--- src/clarke_park_forward_core_macros.svh ---
// Assertion macros for the forward Clarke-Park core.
// Included by the top level; no other dependencies.
`ifndef CLARKE_PARK_FORWARD_CORE_MACROS_SVH
`define CLARKE_PARK_FORWARD_CORE_MACROS_SVH

`ifndef NO_ASSERTIONS
`define CLPK_ASSERT_SAME(label, clk, rst_n, cond, expr) \
  label: assert property (@(posedge clk) disable iff (!rst_n) (cond) |-> (expr)) \
    else $error("clarke_park_forward_core: same-cycle check failed");
`define CLPK_ASSERT_NEXT(label, clk, rst_n, cond, expr) \
  label: assert property (@(posedge clk) disable iff (!rst_n) (cond) |=> (expr)) \
    else $error("clarke_park_forward_core: next-cycle check failed");
`else
`define CLPK_ASSERT_SAME(label, clk, rst_n, cond, expr)
`define CLPK_ASSERT_NEXT(label, clk, rst_n, cond, expr)
`endif

`endif

--- src/clpk_pkg.sv ---
// Shared widths, constants and pipeline control type for the Clarke-Park core.
// No dependencies; imported by every module of the block.
package clpk_pkg;

  localparam int CUR_W   = 16;  // phase current, Q1.15
  localparam int ANG_W   = 16;  // angle field on the port
  localparam int OUT_W   = 17;  // d and q, Q2.15
  localparam int TAB_W   = 15;  // sine table entry, 0..32767
  localparam int TRIG_W  = 16;  // signed sine or cosine
  localparam int AB_W    = 18;  // a + 2b
  localparam int PRODB_W = 36;  // (a + 2b) * 1/sqrt(3)
  localparam int BETA_W  = 18;  // beta, full width
  localparam int PAC_W   = 32;  // current times trig
  localparam int PBS_W   = 34;  // beta times trig
  localparam int SUM_W   = 35;  // sum of two products
  localparam int FULL_W  = 20;  // sum after the Q30 to Q15 shift

  localparam int IN_DATA_W  = 48;
  localparam int OUT_DATA_W = 40;

  localparam logic signed [AB_W-1:0]   INV_SQRT3_Q16 = 18'sd37837;
  localparam logic signed [PRODB_W-1:0] BETA_ROUND   = 36'sd32768;
  localparam logic signed [SUM_W-1:0]  OUT_ROUND     = 35'sd16384;
  localparam logic signed [FULL_W-1:0] OUT_MAX       = 20'sd65535;
  localparam logic signed [FULL_W-1:0] OUT_MIN       = -20'sd65536;
  localparam logic [63:0]              HALF_PI_Q30   = 64'd1686629713;

  localparam logic [1:0] QUAD_0 = 2'd0;
  localparam logic [1:0] QUAD_1 = 2'd1;
  localparam logic [1:0] QUAD_2 = 2'd2;
  localparam logic [1:0] QUAD_3 = 2'd3;

  // Load enables of the register stages after the input stage.
  typedef struct packed {
    logic en2;
    logic en3;
    logic en4;
    logic en5;
  } pipe_en_t;

endpackage

--- src/clpk_rotate.sv ---
// Park rotation: four registered products, then round, shift and saturate.
// Depends on clpk_pkg.
module clpk_rotate (
  input  logic                                  clk,
  input  clpk_pkg::pipe_en_t                    en,
  input  logic signed [clpk_pkg::CUR_W-1:0]     alpha,
  input  logic signed [clpk_pkg::BETA_W-1:0]    beta,
  input  logic signed [clpk_pkg::TRIG_W-1:0]    sin_i,
  input  logic signed [clpk_pkg::TRIG_W-1:0]    cos_i,
  output logic signed [clpk_pkg::OUT_W-1:0]     d_o,
  output logic signed [clpk_pkg::OUT_W-1:0]     q_o
);
  import clpk_pkg::*;

  logic signed [PAC_W-1:0]  p_ac_r;
  logic signed [PAC_W-1:0]  p_as_r;
  logic signed [PBS_W-1:0]  p_bs_r;
  logic signed [PBS_W-1:0]  p_bc_r;
  logic signed [SUM_W-1:0]  sum_d;
  logic signed [SUM_W-1:0]  sum_q;
  logic signed [FULL_W-1:0] full_d;
  logic signed [FULL_W-1:0] full_q;
  logic signed [OUT_W-1:0]  d_nxt;
  logic signed [OUT_W-1:0]  q_nxt;
  logic signed [OUT_W-1:0]  d_r;
  logic signed [OUT_W-1:0]  q_r;

  always_ff @(posedge clk) begin
    if (en.en4) begin
      p_ac_r <= PAC_W'(alpha) * PAC_W'(cos_i);
      p_as_r <= PAC_W'(alpha) * PAC_W'(sin_i);
      p_bs_r <= PBS_W'(beta) * PBS_W'(sin_i);
      p_bc_r <= PBS_W'(beta) * PBS_W'(cos_i);
    end
  end

  // Arithmetic shift of the rounded Q30 sum floors it to Q15.
  always_comb begin
    sum_d  = SUM_W'(p_ac_r) + SUM_W'(p_bs_r) + OUT_ROUND;
    sum_q  = SUM_W'(p_bc_r) - SUM_W'(p_as_r) + OUT_ROUND;
    full_d = sum_d[SUM_W-1:SUM_W-FULL_W];
    full_q = sum_q[SUM_W-1:SUM_W-FULL_W];
    if (full_d > OUT_MAX) begin
      d_nxt = OUT_W'(OUT_MAX);
    end else if (full_d < OUT_MIN) begin
      d_nxt = OUT_W'(OUT_MIN);
    end else begin
      d_nxt = OUT_W'(full_d);
    end
    if (full_q > OUT_MAX) begin
      q_nxt = OUT_W'(OUT_MAX);
    end else if (full_q < OUT_MIN) begin
      q_nxt = OUT_W'(OUT_MIN);
    end else begin
      q_nxt = OUT_W'(full_q);
    end
  end

  always_ff @(posedge clk) begin
    if (en.en5) begin
      d_r <= d_nxt;
      q_r <= q_nxt;
    end
  end

  assign d_o = d_r;
  assign q_o = q_r;

endmodule

--- config.mk ---
export PLATFORM = sky130hd
export DESIGN_NAME = clpk_rotate
export DESIGN_NICKNAME = d
export VERILOG_FILES = /design/src/clarke_park_forward_core_macros.svh /design/src/clpk_pkg.sv /design/src/clpk_rotate.sv
export SDC_FILE = /design/constraint.sdc
export NUM_CORES = 2
export LEC_CHECK = 0
export BUFFER_PORTS_ARGS = -buffer_cell sky130_fd_sc_hd__buf_2
export CORE_UTILIZATION = 35
export CTS_BUF_LIST = sky130_fd_sc_hd__clkbuf_16
export CTS_CLUSTER_SIZE = 24
export DETAILED_ROUTE_END_ITERATION = 8
export PLACE_DENSITY_LB_ADDON = 0.1
export SYNTH_ARGS = -nofsm -noshare
export SYNTH_HDL_FRONTEND = slang
export SYNTH_SLANG_ARGS = --single-unit
--- constraint.sdc ---
create_clock -name clk -period 11.3 [get_ports clk]
set_input_delay 1.13 -clock clk [delete_from_list [all_inputs] [get_ports clk]]
set_output_delay 1.13 -clock clk [all_outputs]
set_load 0.05 [all_outputs]
# Yosys cells after proc, flatten, opt, wreduce, memory -nomap -nowiden
# Index checks and enable logic that the tools add are counted.
[word_totals]
register_bits = 166
inputBits = 71
wordCells = 20
[op_classes]
add_sub_neg = 4
mul = 4
magnitude_cmp = 4
n_mux = 2
[op_table]
columns = ["cell", "n"]
rows = [
  ["$add 35x16->35 const B", 2],
  ["$mul 18x16->34", 2],
  ["$mul 16x16->32", 2],
  ["$gt 20x17->1 const B", 2],
  ["$lt 20x17->1 const B", 2],
  ["$add 32x34->35", 1],
  ["$sub 34x32->35", 1],
  ["$mux 17", 2],
]

# Longest topological paths before layout
[depth]
word_depth = 4
depth_mapped = 26
depth_no_buf = 24

# Least setup slack after synthesis
# No wires, ideal clock.
[synth_timing]
kind = "input -> register"
from = "input port cos_i[7] (netlist name)"
to = "register p_bc_r[33] (data pin)"
setup_ns = 0.258
arrival_time_ns = 7.153
t_required_ns = 11.042
slack_ns = 3.889
stages = 23
n_path_buf = 2
cell_sequence = "clkbuf_1 > clkbuf_1 > nand2_1 > fa_1 > inv_1 > fa_1 > fa_1 > fa_1 > fa_1 > inv_1 > fa_1 > inv_1 > ha_1 > a21o_1 > a21o_1 > a221o_1 > nor4b_2 > nor3b_1 > o31a_1 > o41ai_2 > o21ai_1 > a31o_1 > xnor2_1"
[synth_via]
elab_chain_len = 1
[synth_lines]
columns = ["item", "line", "text"]
rows = [
  ["start: declaration", "clpk_rotate.sv:9", "input logic signed [clpk_pkg::TRIG_W-1:0] cos_i,"],
  ["$mul 18x16->34", "clpk_rotate.sv:33", "p_bc_r <= PBS_W'(beta) * PBS_W'(cos_i);"],
  ["end signal: assignment", "clpk_rotate.sv:33", ""],
  ["end: declaration", "clpk_rotate.sv:18", "logic signed [PBS_W-1:0] p_bc_r;"],
]
# Every way passes these cells.
# A chain may end at the register's enable or synchronous reset.

# Final worst setup path
[layout_timing]
from = "input port cos_i[2] (netlist name)"
to = "register p_bc_r[33] (data pin)"
# Same word-level chain as after synthesis.

==> run metrics <==
status finished, violations left; violated checks design-rule violations; CTS sink count 166; DP HPWL 99,500 um; Residual DRC 6; Synth Flop Type edfxtp_1; fillers 14,440; Post-CTS Resized 0; Post-Syn Area per Cell 9.59 um^2; CTS tree yes; DRT Pass-1 Iters 7; max frequency 125 MHz; vias in the first global route 35,406; Via Count 33,414; # rows 138; total die area 144,000 um^2; Initial Utilization 0.352; class of the most critical setup path primary input to register; unrepaired setup endpoints after global routing false; Yosys cell types 78; WP data arrival 8.32 ns; Post-DRT Antenna Nets 0; startpoint types primary input; CTS hold repair buffers 0; Max-Slew Margin vs Limit 0.277; Setup Total Neg Slack 0 ns; post-CTS setup repair buffer count 0; Die Y-Extent 379 um; max-cap viol count 0; die width 379 um; final setup skew 0.0170 ns; pin count of the biggest net entering global routing 57; P&R area growth vs syn 5.95%; Post-Syn Nets 6,837; Hold Crit Class register to register; Cells after Synth 5,196; Post-synth EDFFs 166; number of antenna violations at the first check in global routing 14; number of CTS-inserted buffers 17; Tmin final 8.03 ns; worst slew pin tran 1.08 ns; Final #Nets 6,784; routed vias/inst 4.74; first-pass GRT wire length 206,000 um; period utilization 0.711; Clk Latency, worst-skew pair 0.54 ns; Async S/R FF share, synth 0; most common cell after layout, fill and taps aside inv_1; layout cell share with drive strength beyond 1 0.0390; Max clock buf depth 2; final number of setup-violating endpoints 0; CORE AREA 141,000 um^2; Worst EP required 11.59 ns; global placer's final weighted congestion 0.791; DR WL/cell 18.0 um; Fin. Hold Viols 0; #FFs+latches synth 166; most frequent cells in the layout inv_1, fa_1, nand2_1, and2_1, ha_1; Mapped Area 49,800 um^2; Clk pin slew, worst setup/hold paths 0.08 ns; CP startpoint cos_i[2]; Reg2Reg Setup Slack 6.44 ns; quantity of I/O buffers inserted on ports 102; Global Route Usage Sum 0.189; Slew Viols, Final 0; CP endpoint p_bc_r[33]; Reg-to-Reg End q_o[4]; CP Capture Type register; Worst R2R Path Depth 12; reg2reg start p_bc_r[12]; Synth Warn # 0; initial DRC count 1,713; grt total ovfl 0; Root Buffer clkbuf_16; H-tree levels 4; CP max FO 34; total I/O pin count 105; sequential area share after synthesis 0.100; final wirelength 127,000 um
==> registers in the layout (all words and copies together), names as in the netlist <==
signal	flops
p_bs_r	34
p_as_r	32
d_o	17
p_ac_r	32
q_o	17
p_bc_r	34
==> synthesized netlist by cell type (30+ instances only) <==
cell type,count,area (um^2)
inv_1,1278,4800
xnor2_1,129,1130
fa_1,1104,22100
and2_1,519,3250
clkbuf_1,205,769
edfxtp_1,166,4980
xor2_1,44,385
nand2b_1,30,188
o21ai_0,70,350
nor2_1,117,439
a21o_1,84,631
nand3_1,30,150
ha_1,466,5830
a21oi_1,119,596
o21a_1,30,225
nand2_1,563,2110
==> how the worst min path moves through the flow <==
stage	from	end	slack (ns)	cells past startpoint
2_1_floorplan	p_bs_r[15]	d_o[0]	0.84	4
3_3_place_gp	p_bs_r[33]	d_o[16]	0.92	3
3_5_place_dp	p_bs_r[33]	d_o[16]	0.91	3
4_1_cts	p_bs_r[33]	d_o[16]	0.93	3
5_1_grt	p_bs_r[33]	d_o[16]	1.02	3
6_report	p_bs_r[33]	d_o[16]	0.92	3
==> worst max-delay path, cell delays in order <==
cell	delay [ns]
buf_2	0.70
nand2_1	0.20
inv_1	0.13
fa_1	0.57
fa_1	0.57
fa_1	0.44
fa_1	0.53
fa_1	0.50
inv_1	0.05
fa_1	0.47
inv_1	0.04
ha_1	0.34
a21o_1	0.18
a21o_1	0.17
a221o_1	0.40
nor4b_2	0.47
nor3b_1	0.17
o31a_1	0.32
o41ai_2	0.35
o21ai_1	0.18
a31o_1	0.25
xnor2_1	0.12
==> area by class of cell <==
class / count / area (um^2) / area share
antenna: 4 / 10.0 / 0.000190
timing repair buffer: 139 / 795 / 0.0150
sequential: 166 / 4980 / 0.0944
tap: 1890 / 2360 / 0.0448
multi-input combinational: 3537 / 39200 / 0.743
clock buffer: 17 / 425 / 0.00806
clock inverter: 15 / 178 / 0.00336
inverter: 1282 / 4810 / 0.0911
==> routing by layer <==
layer | GRT usage | share of wire | up-vias
li1 | - | - | 15423
met1 | 0.280 | 0.49 | 17369
met2 | 0.292 | 0.45 | 526
met3 | 0.0238 | 0.038 | 88
met4 | 0.0431 | 0.020 | 8
met5 | 0 | 0.00040 | -
==> metrics by stage <==
step                      cell area (um^2)  instances  setup slack, ns   util  hold slack [ns]
after CTS                            52800       7046             3.32  0.373            0.927
after floorplan                      49800       5196             3.89      -            0.838
after global routing                 52800       7047             2.92  0.373             1.02
final                                52800       7050             3.27  0.373            0.916
after global placement               52200       7014             2.73  0.369            0.919
after detailed placement             52200       7014             2.72  0.369            0.907
==> cell families (layout without fill, tap and decap cells) <==
kind of cell             Yosys count  count (layout)  share of synthesized area
XOR/XNOR                         173             173                     0.0304
multiplexers                       4               4                   0.000803
AND/OR/NAND/NOR                 1347            1347                      0.135
AO/OA/AOI/OAI                    443             443                     0.0610
flip-flops                       166             166                      0.100
buffers and inverters           1493            1453                      0.113
adder cells (fa/ha/maj)         1570            1570                      0.560
other                              0               4                          0
Power is left out: the tool's default activity adds up to more than one toggle a clock period on the data nets, which glitch-free logic cannot reach.
